$ cat src/design/ppa_pkg.sv
// ----------------------------------------------------------------------------
// Playback position advance package
// Shared widths, register indexes, operation codes and the status flag type.
// ----------------------------------------------------------------------------
package ppa_pkg;

   localparam int TIME_W     = 32;
   localparam int LOOP_W     = 16;
   localparam int SPEED_W    = 16;
   localparam int SPEED_FRAC = 12;
   localparam int CSR_IDX_W  = 3;
   localparam int DIV_CNT_W  = 5;

   localparam logic [TIME_W-1:0]  TIME_MAX       = '1;
   localparam logic [SPEED_W-1:0] SPEED_RESET    = 16'h1000;
   localparam logic [TIME_W-1:0]  RAMP_LEN_RESET = 32'h0001_0000;

   // Register indexes on the configuration port.
   localparam logic [CSR_IDX_W-1:0] CSR_SPEED_SCALE    = 3'd0;
   localparam logic [CSR_IDX_W-1:0] CSR_RAMP_LENGTH    = 3'd1;
   localparam logic [CSR_IDX_W-1:0] CSR_RAMP_OUT_FLOOR = 3'd2;
   localparam logic [CSR_IDX_W-1:0] CSR_PING_PONG      = 3'd3;
   localparam logic [CSR_IDX_W-1:0] CSR_AUTO_RESET     = 3'd4;

   // Operation carried by a request beat.
   localparam logic OP_TICK = 1'b0;
   localparam logic OP_LOAD = 1'b1;

   typedef struct packed {
      logic paused;
      logic at_end;
      logic ramp_in;
      logic ramp_out;
      logic reverse;
      logic hold;
      logic wrapped;
   } play_flags_type;

endpackage

$ cat src/design/playback_position_advance.sv
// ----------------------------------------------------------------------------
// Playback position advance
// Moves a Q16.16 playback position by a speed- and ramp-scaled time step per
// tick, with hold, pause, loop counting, wrap and ping-pong at range edges.
// ----------------------------------------------------------------------------
// Sequence: a load goes from accept straight to publishing its result; a
// tick passes the speed multiply, scale, ramp and move states, and a tick
// inside a ramp may add the ramp multiply and the 32 one-bit restoring divider steps.
// Throughput: one item at a time; the next beat is taken once the result
// has been moved into the output register.
// Reset: synchronous; clears the playback state and loads register defaults.
module playback_position_advance import ppa_pkg::*; (
   input  logic                     clock,
   input  logic                     reset,
   input  logic                     req_valid,
   output logic                     req_stall,
   input  logic                     req_op,
   input  logic [TIME_W-1:0]        req_step_time,
   input  logic [TIME_W-1:0]        req_range_start,
   input  logic [TIME_W-1:0]        req_range_end,
   input  logic [TIME_W-1:0]        req_load_position,
   input  logic signed [LOOP_W-1:0] req_load_loops,
   input  logic                     req_load_reverse,
   input  logic                     req_load_ramp_in,
   input  logic                     req_load_ramp_out,
   input  logic [TIME_W-1:0]        req_load_ramp_progress,
   input  logic [TIME_W-1:0]        req_load_hold_time,
   input  logic                     req_load_paused,
   output logic                     rsp_valid,
   input  logic                     rsp_stall,
   output logic [TIME_W-1:0]        rsp_position,
   output logic signed [LOOP_W-1:0] rsp_loops_left,
   output logic                     rsp_reverse,
   output logic                     rsp_paused,
   output logic                     rsp_at_end,
   output logic                     rsp_wrapped,
   output logic                     rsp_ramp_in_active,
   output logic                     rsp_ramp_out_active,
   output logic                     rsp_hold_active,
   input  logic                     csr_wr_en,
   input  logic [CSR_IDX_W-1:0]     csr_index,
   input  logic [TIME_W-1:0]        csr_wdata
);

   typedef enum logic [3:0] {
      S_IDLE, S_SPEED, S_SCALE, S_RAMP, S_MUL_RAMP, S_DIV_INIT, S_DIV, S_MOVE,
      S_PUBLISH
   } state_type;

   state_type state_ff, state_in;

   // Configuration.
   logic [SPEED_W-1:0] speed_ff, speed_in;
   logic [TIME_W-1:0]  len_ff, len_in;
   logic [TIME_W-1:0]  floor_ff, floor_in;
   logic               ping_ff, ping_in;
   logic               auto_ff, auto_in;

   // Playback state.
   logic [TIME_W-1:0]  pos_ff, pos_in;
   logic [LOOP_W-1:0]  loops_ff, loops_in;
   play_flags_type     flags_ff, flags_in;
   logic [TIME_W-1:0]  prog_ff, prog_in;
   logic [TIME_W-1:0]  hold_rem_ff, hold_rem_in;

   // Per-tick working registers.
   logic [TIME_W-1:0]    t_ff, t_in;
   logic [TIME_W-1:0]    start_ff, start_in;
   logic [TIME_W-1:0]    end_ff, end_in;
   logic [TIME_W-1:0]    s_ff, s_in;
   logic [2*TIME_W-1:0]  prod_ff, prod_in;
   logic [TIME_W-1:0]    step_ff, step_in;
   logic [TIME_W-1:0]    rem_ff, rem_in;
   logic [DIV_CNT_W-1:0] cnt_ff, cnt_in;

   // Output register.
   logic                     rsp_valid_ff, rsp_valid_in;
   logic [TIME_W-1:0]        out_pos_ff, out_pos_in;
   logic [LOOP_W-1:0]        out_loops_ff, out_loops_in;
   play_flags_type           out_flags_ff, out_flags_in;

   // Shared multiplier and divider step.
   logic [TIME_W-1:0]   mul_a, mul_b;
   logic [2*TIME_W-1:0] mul_p;
   logic [TIME_W-1:0]   div_len;
   logic [TIME_W:0]     div_trial;
   logic                div_bit;

   assign mul_a = (state_ff == S_SPEED) ? t_ff : s_ff;
   assign mul_b = (state_ff == S_SPEED) ? {{(TIME_W-SPEED_W){1'b0}}, speed_ff} : prog_ff;
   assign mul_p = mul_a * mul_b;

   assign div_len   = (len_ff == '0) ? {{(TIME_W-1){1'b0}}, 1'b1} : len_ff;
   assign div_trial = {rem_ff, step_ff[TIME_W-1]};
   assign div_bit   = (div_trial >= {1'b0, div_len});

   always_comb begin
      logic              accept;
      logic              out_free;
      logic [TIME_W:0]   sum33;
      logic [TIME_W-1:0] p_val;
      logic [TIME_W-1:0] diff;
      logic [LOOP_W-1:0] loops_dec;
      logic              edge_hit;

      state_in     = state_ff;
      speed_in     = speed_ff;
      len_in       = len_ff;
      floor_in     = floor_ff;
      ping_in      = ping_ff;
      auto_in      = auto_ff;
      pos_in       = pos_ff;
      loops_in     = loops_ff;
      flags_in     = flags_ff;
      prog_in      = prog_ff;
      hold_rem_in  = hold_rem_ff;
      t_in         = t_ff;
      start_in     = start_ff;
      end_in       = end_ff;
      s_in         = s_ff;
      prod_in      = prod_ff;
      step_in      = step_ff;
      rem_in       = rem_ff;
      cnt_in       = cnt_ff;
      out_pos_in   = out_pos_ff;
      out_loops_in = out_loops_ff;
      out_flags_in = out_flags_ff;
      sum33        = '0;
      p_val        = '0;
      diff         = pos_ff - step_ff;
      loops_dec    = ($signed(loops_ff) > 0) ? loops_ff - 1'b1 : loops_ff;
      edge_hit     = 1'b0;

      accept       = req_valid && (state_ff == S_IDLE);
      out_free     = !rsp_valid_ff || !rsp_stall;
      rsp_valid_in = rsp_valid_ff && rsp_stall;

      case (state_ff)
         S_IDLE: begin
            if (accept) begin
               if (req_op == OP_LOAD) begin
                  pos_in           = req_load_position;
                  loops_in         = req_load_loops;
                  prog_in          = req_load_ramp_progress;
                  hold_rem_in      = req_load_hold_time;
                  flags_in         = '0;
                  flags_in.reverse = req_load_reverse;
                  flags_in.ramp_in = req_load_ramp_in;
                  flags_in.ramp_out = req_load_ramp_out;
                  flags_in.hold    = (req_load_hold_time != '0);
                  flags_in.paused  = req_load_paused;
                  state_in         = S_PUBLISH;
               end else begin
                  t_in             = req_step_time;
                  start_in         = req_range_start;
                  end_in           = req_range_end;
                  flags_in.wrapped = 1'b0;
                  flags_in.at_end  = 1'b0;
                  if (flags_ff.hold) begin
                     if (req_step_time >= hold_rem_ff) begin
                        hold_rem_in     = '0;
                        flags_in.hold   = 1'b0;
                        flags_in.paused = 1'b0;
                     end else begin
                        hold_rem_in = hold_rem_ff - req_step_time;
                     end
                  end
                  state_in = S_SPEED;
               end
            end
         end
         S_SPEED: begin
            prod_in  = mul_p;
            state_in = S_SCALE;
         end
         S_SCALE: begin
            // The speed product is at most 48 bits; keep the integer part.
            if (prod_ff[2*TIME_W-1:TIME_W+SPEED_FRAC] != '0) begin
               s_in = TIME_MAX;
            end else begin
               s_in = prod_ff[TIME_W+SPEED_FRAC-1:SPEED_FRAC];
            end
            state_in = S_RAMP;
         end
         S_RAMP: begin
            if (flags_ff.ramp_in) begin
               sum33 = {1'b0, prog_ff} + {1'b0, s_ff};
               p_val = sum33[TIME_W] ? TIME_MAX : sum33[TIME_W-1:0];
               if (p_val >= len_ff) begin
                  flags_in.ramp_in = 1'b0;
                  prog_in          = '0;
                  step_in          = s_ff;
                  state_in         = S_MOVE;
               end else begin
                  prog_in  = p_val;
                  state_in = S_MUL_RAMP;
               end
            end else if (flags_ff.ramp_out) begin
               p_val = (s_ff > prog_ff) ? floor_ff : prog_ff - s_ff;
               if (p_val < floor_ff) begin
                  p_val = floor_ff;
               end
               if (p_val == '0) begin
                  flags_in.ramp_out = 1'b0;
                  flags_in.paused   = 1'b1;
                  prog_in           = '0;
                  step_in           = s_ff;
                  state_in          = S_MOVE;
               end else begin
                  prog_in  = p_val;
                  state_in = S_MUL_RAMP;
               end
            end else begin
               step_in  = s_ff;
               state_in = S_MOVE;
            end
         end
         S_MUL_RAMP: begin
            prod_in  = mul_p;
            state_in = S_DIV_INIT;
         end
         S_DIV_INIT: begin
            // A high half at or above the divisor means the quotient
            // does not fit in 32 bits, so it saturates.
            if (prod_ff[2*TIME_W-1:TIME_W] >= div_len) begin
               step_in  = TIME_MAX;
               state_in = S_MOVE;
            end else begin
               rem_in   = prod_ff[2*TIME_W-1:TIME_W];
               step_in  = prod_ff[TIME_W-1:0];
               cnt_in   = '0;
               state_in = S_DIV;
            end
         end
         S_DIV: begin
            // The low dividend bits shift out of step_ff as quotient bits
            // shift in.
            if (div_bit) begin
               rem_in = TIME_W'(div_trial - {1'b0, div_len});
            end else begin
               rem_in = div_trial[TIME_W-1:0];
            end
            step_in = {step_ff[TIME_W-2:0], div_bit};
            cnt_in  = cnt_ff + 1'b1;
            if (cnt_ff == DIV_CNT_W'(TIME_W-1)) begin
               state_in = S_MOVE;
            end
         end
         S_MOVE: begin
            state_in = S_PUBLISH;
            if (!flags_ff.paused) begin
               if (flags_ff.reverse) begin
                  edge_hit = (step_ff > pos_ff) || (diff < start_ff);
                  if (!edge_hit) begin
                     pos_in = diff;
                  end else begin
                     loops_in = loops_dec;
                     if ((loops_dec == '0) || ping_ff) begin
                        pos_in          = start_ff;
                        flags_in.at_end = 1'b1;
                        if (loops_dec != '0) begin
                           flags_in.reverse = 1'b0;
                        end
                     end else begin
                        pos_in           = end_ff;
                        flags_in.wrapped = 1'b1;
                     end
                  end
               end else begin
                  sum33    = {1'b0, pos_ff} + {1'b0, step_ff};
                  edge_hit = (sum33 > {1'b0, end_ff});
                  if (!edge_hit) begin
                     pos_in = sum33[TIME_W-1:0];
                  end else begin
                     loops_in = loops_dec;
                     if (loops_dec == '0) begin
                        if (auto_ff) begin
                           pos_in          = '0;
                           flags_in.paused = 1'b0;
                           flags_in.at_end = 1'b0;
                           auto_in         = 1'b0;
                           loops_in        = LOOP_W'(1);
                        end else begin
                           pos_in          = end_ff;
                           flags_in.at_end = 1'b1;
                        end
                     end else if (ping_ff) begin
                        pos_in           = end_ff;
                        flags_in.reverse = 1'b1;
                        flags_in.at_end  = 1'b1;
                     end else begin
                        pos_in           = start_ff;
                        flags_in.wrapped = 1'b1;
                     end
                  end
               end
            end
         end
         S_PUBLISH: begin
            if (out_free) begin
               out_pos_in   = pos_ff;
               out_loops_in = loops_ff;
               out_flags_in = flags_ff;
               rsp_valid_in = 1'b1;
               state_in     = S_IDLE;
            end
         end
         default: begin
            state_in = S_IDLE;
         end
      endcase

      if (csr_wr_en) begin
         case (csr_index)
            CSR_SPEED_SCALE:    speed_in = csr_wdata[SPEED_W-1:0];
            CSR_RAMP_LENGTH:    len_in   = csr_wdata;
            CSR_RAMP_OUT_FLOOR: floor_in = csr_wdata;
            CSR_PING_PONG:      ping_in  = csr_wdata[0];
            CSR_AUTO_RESET:     auto_in  = csr_wdata[0];
            default: ;
         endcase
      end
   end

   always_ff @(posedge clock) begin
      if (reset) begin
         state_ff     <= S_IDLE;
         rsp_valid_ff <= 1'b0;
         speed_ff     <= SPEED_RESET;
         len_ff       <= RAMP_LEN_RESET;
         floor_ff     <= '0;
         ping_ff      <= 1'b0;
         auto_ff      <= 1'b0;
         pos_ff       <= '0;
         loops_ff     <= '0;
         flags_ff     <= '0;
         prog_ff      <= '0;
         hold_rem_ff  <= '0;
      end else begin
         state_ff     <= state_in;
         rsp_valid_ff <= rsp_valid_in;
         speed_ff     <= speed_in;
         len_ff       <= len_in;
         floor_ff     <= floor_in;
         ping_ff      <= ping_in;
         auto_ff      <= auto_in;
         pos_ff       <= pos_in;
         loops_ff     <= loops_in;
         flags_ff     <= flags_in;
         prog_ff      <= prog_in;
         hold_rem_ff  <= hold_rem_in;
      end
      t_ff         <= t_in;
      start_ff     <= start_in;
      end_ff       <= end_in;
      s_ff         <= s_in;
      prod_ff      <= prod_in;
      step_ff      <= step_in;
      rem_ff       <= rem_in;
      cnt_ff       <= cnt_in;
      out_pos_ff   <= out_pos_in;
      out_loops_ff <= out_loops_in;
      out_flags_ff <= out_flags_in;
   end

   assign req_stall           = (state_ff != S_IDLE);
   assign rsp_valid           = rsp_valid_ff;
   assign rsp_position        = out_pos_ff;
   assign rsp_loops_left      = out_loops_ff;
   assign rsp_reverse         = out_flags_ff.reverse;
   assign rsp_paused          = out_flags_ff.paused;
   assign rsp_at_end          = out_flags_ff.at_end;
   assign rsp_wrapped         = out_flags_ff.wrapped;
   assign rsp_ramp_in_active  = out_flags_ff.ramp_in;
   assign rsp_ramp_out_active = out_flags_ff.ramp_out;
   assign rsp_hold_active     = out_flags_ff.hold;

endmodule
$ cat config.mk
export PLATFORM = sky130hd
export DESIGN_NAME = playback_position_advance
export DESIGN_NICKNAME = d
export VERILOG_FILES = /design/src/design/ppa_pkg.sv /design/src/design/playback_position_advance.sv
export SDC_FILE = /design/constraint.sdc
export NUM_CORES = 2
export LEC_CHECK = 0
export ABC_AREA = 1
export BUFFER_PORTS_ARGS = -buffer_cell sky130_fd_sc_hd__buf_2
export CAP_MARGIN = 10
export CORE_ASPECT_RATIO = 2
export CORE_MARGIN = 2
export CORE_UTILIZATION = 50
export DETAILED_ROUTE_END_ITERATION = 10
export PLACE_DENSITY = 0.67
export SLEW_MARGIN = 0
export SYNTH_ARGS = -nofsm -noshare
export SYNTH_HDL_FRONTEND = slang
export SYNTH_SLANG_ARGS = --single-unit
$ cat constraint.sdc
create_clock -name clock -period 12.1 [get_ports clock]
set_input_delay 0.605 -clock clock [delete_from_list [all_inputs] [get_ports clock]]
set_output_delay 0.605 -clock clock [all_outputs]
set_load 0.02 [all_outputs]
==> flow_summary.yaml <==
logic_synthesis:
  ys_ff_latch: 522
  synth.distinct_cells: 71
  synth_top_family_by_area: "adder cells"
  synth_xor_area_share_pct: 2.44
  syn_inst: 8855
  postSynth.asyncResetShare_pct: 0
  synth-simple-area-share_pct: 17.7
  synth_top_area_share_pct: 25.8
  syn_avg_cell_area_um2: 7.91
  synth_area_leaders: "fa_1, edfxtp_1, ha_1, inv_1, nand2_1"
  syn_nets: 10600
  synth_top_cell_by_area: "fa_1"
  synth_flop_cell: "edfxtp_1"
  synthTopCellsByCount: "inv_1, nand2_1, nor2_1"
  synthMuxAreaShare_pct: 0
  synth_edf_count: 316
  synthAdderAreaFrac_pct: 36.8
  yosysSeqAreaShare_pct: 19.4
  yosysMostFrequentCell: "inv_1"
  yosys_warnings: 0
  synth_area_um2: 70000
  synth_compound_area_share_pct: 12.1
die:
  rows: 194
  die_area_um2: 143000
  ios: 310
  start_util_pct: 50.2
  die_h_um: 533
  core_area_um2: 139000
  die_width_um: 269
global_route:
  grtUsageMet2_pct: 75.1
  grt_max_degree: 83
  grt_pass1_vias: 69500
  met1_usage_pct: 39.7
  globalRouteMet3Util_pct: 14.1
  antenna_found_initial: 42
  track_usage_pct: 45.2
  grt_pass1_wl_mm: 461
  grt.overflow.total: 0
  busiest_layer: "met2"
critical_path:
  worstPathArrival_ns: 11.30
  crit_top_cell: "fa_1"
  rr_worst_depth: 32
  criticalPathCategory: "flop to flop"
  crit_fanout: 63
  endpoint_kind: "flop"
  max_stage_delay_ns: 0.80
  critical_path_required_ns: 12.53
  start_kind: "flop"
  slowest_stage: "o21ai_1"
clock_tree:
  cts_hold_buffers: 0
  clk_latency_ns: 0.72
  postCtsSetupBuffers: 0
  cts_max_path_buffers: 3
  path_clk_slew_ns: 0.07
  cts_root_buf: "clkbuf_16"
  cts.htree.levels: 2
  numCtsBuffers: 53
  cts-resized-gates: 0
  cts.sinks: 522
  cts_tree: "done"
sta:
  finalClockSkew_ns: 0.0492
  worstMarginPinSlew_ns: 1.39
  min_period_ns: 10.87
  fin_crit_sh_pct: 89.9
  fin_setup_tns_ns: 0
  relSlewSlack_pct: 7.11
  setup_violations: 0
  slew_viol_final: 0
  hold_ws_ns: 0.0782
  hold_viol: 0
  timing.fmax_ghz: 0.0920
  grt_setup_unrepaired: "false"
routing:
  drt_iter0_markers: 6265
  wl_mm: 318
  ant_nets: 0
  drt_first_pass_iters: 9
  drc: 0
  vias: 65900
  routedWlPerCell_um: 29.1
  via_per_inst: 6.03
final_layout:
  drive_gt1_share_pct: 7.56
  fillers: 13600
  nets: 10800
  area_growth_pct: 7.84
  fin_cells: 10900
status:
  status: "finished, final reports clean"
hold_path:
  hold_class: "input pin to flop"
  holdPathStages: 1
placed_design:
  port_buffers: 309
  place_congestion: 1.12
  post-place-cells: 10800
  dpl.hpwl_mm: 255
flow_run:
  cap_violations: 0
-- per-stage QoR --
step / worst slack (ns) / utilization [%] / cell area, um^2
final: 1.23 / 54.2 / 75500
after global routing: 0.809 / 54.2 / 75500
after CTS: 1.63 / 54.1 / 75400
after detailed placement: 1.65 / 52.8 / 73600
after global placement: 1.25 / 52.8 / 73600
after floorplan: 3.72 / - / 70000
-- per-layer routing --
metal,vias up,part of all wire (%),wire length (um)
li1,28300,-,-
met4,20,15,47000
met3,1987,9.0,28600
met2,3997,48,152000
met1,31600,28,90300
met5,-,0.036,116
-- final timing paths --
check | start | end | slack (ns)
setup / recovery | state_ff[0] | prod_ff[56] | 1.23
hold / removal | req_step_time[17] | t_ff[17] | 0.08
setup reg to reg | state_ff[0] | prod_ff[56] | 1.23
hold reg to reg | flags_ff[5] | rsp_at_end | 0.46
-- layout by cell type, fill, tap and decap left out, types with 85 or more instances in the layout --
cell         n
fa_1       902
edfxtp_1   316
nand4_1     85
xor2_1     149
buf_4      143
a21oi_1    641
inv_1     1666
dfxtp_1    205
o21ai_0    461
buf_2      309
nand2_1   1401
nor2_1    1104
ha_1       617
nand3_1    239
-- area by class of cell --
type | instances | area (um^2) | share of cell area (%)
clock buffer | 65 | 1420 | 1.89
inverter | 1714 | 6440 | 8.53
timing repair buffer | 457 | 2680 | 3.55
tap | 1862 | 2330 | 3.09
sequential | 522 | 13600 | 18.0
multi-input combinational | 6251 | 48600 | 64.3
antenna | 32 | 80.1 | 0.106
clock inverter | 35 | 377 | 0.499
-- sequential cells by signal, indices dropped and copies added (netlist names), 32 cells and up --
signal / cells
pos_ff: 32
rsp_position: 32
len_ff: 32
start_ff: 32
rem_ff: 32
s_ff: 32
prod_ff: 64
floor_ff: 32
prog_ff: 32
hold_rem_ff: 32
t_ff: 32
end_ff: 32
step_ff: 32
-- logic make-up (layout without fill, tap and decap cells) --
group	after synthesis	after routing
and+or+nand+nor	3029	3029
buffers and inverters	2082	2271
adders and majority gates	1519	1519
AOI/OAI and AO/OA	1508	1508
DFF	522	522
xor gates and xnor gates	195	195
other	0	32
-- critical path: cells and delay by family (launching register included) --
| family | cells | cell delay, ns |
|---|---|---|
| buf+inv | 8 | 0.99 |
| xor+xnor | 1 | 0.09 |
| simple gates | 8 | 1.56 |
| fa+ha+maj | 9 | 4.29 |
| compound gates | 6 | 3.19 |
| flops | 1 | 0.41 |
Power is left out: the tool's default activity adds up to more than one toggle a clock period on the data nets, which glitch-free logic cannot reach.
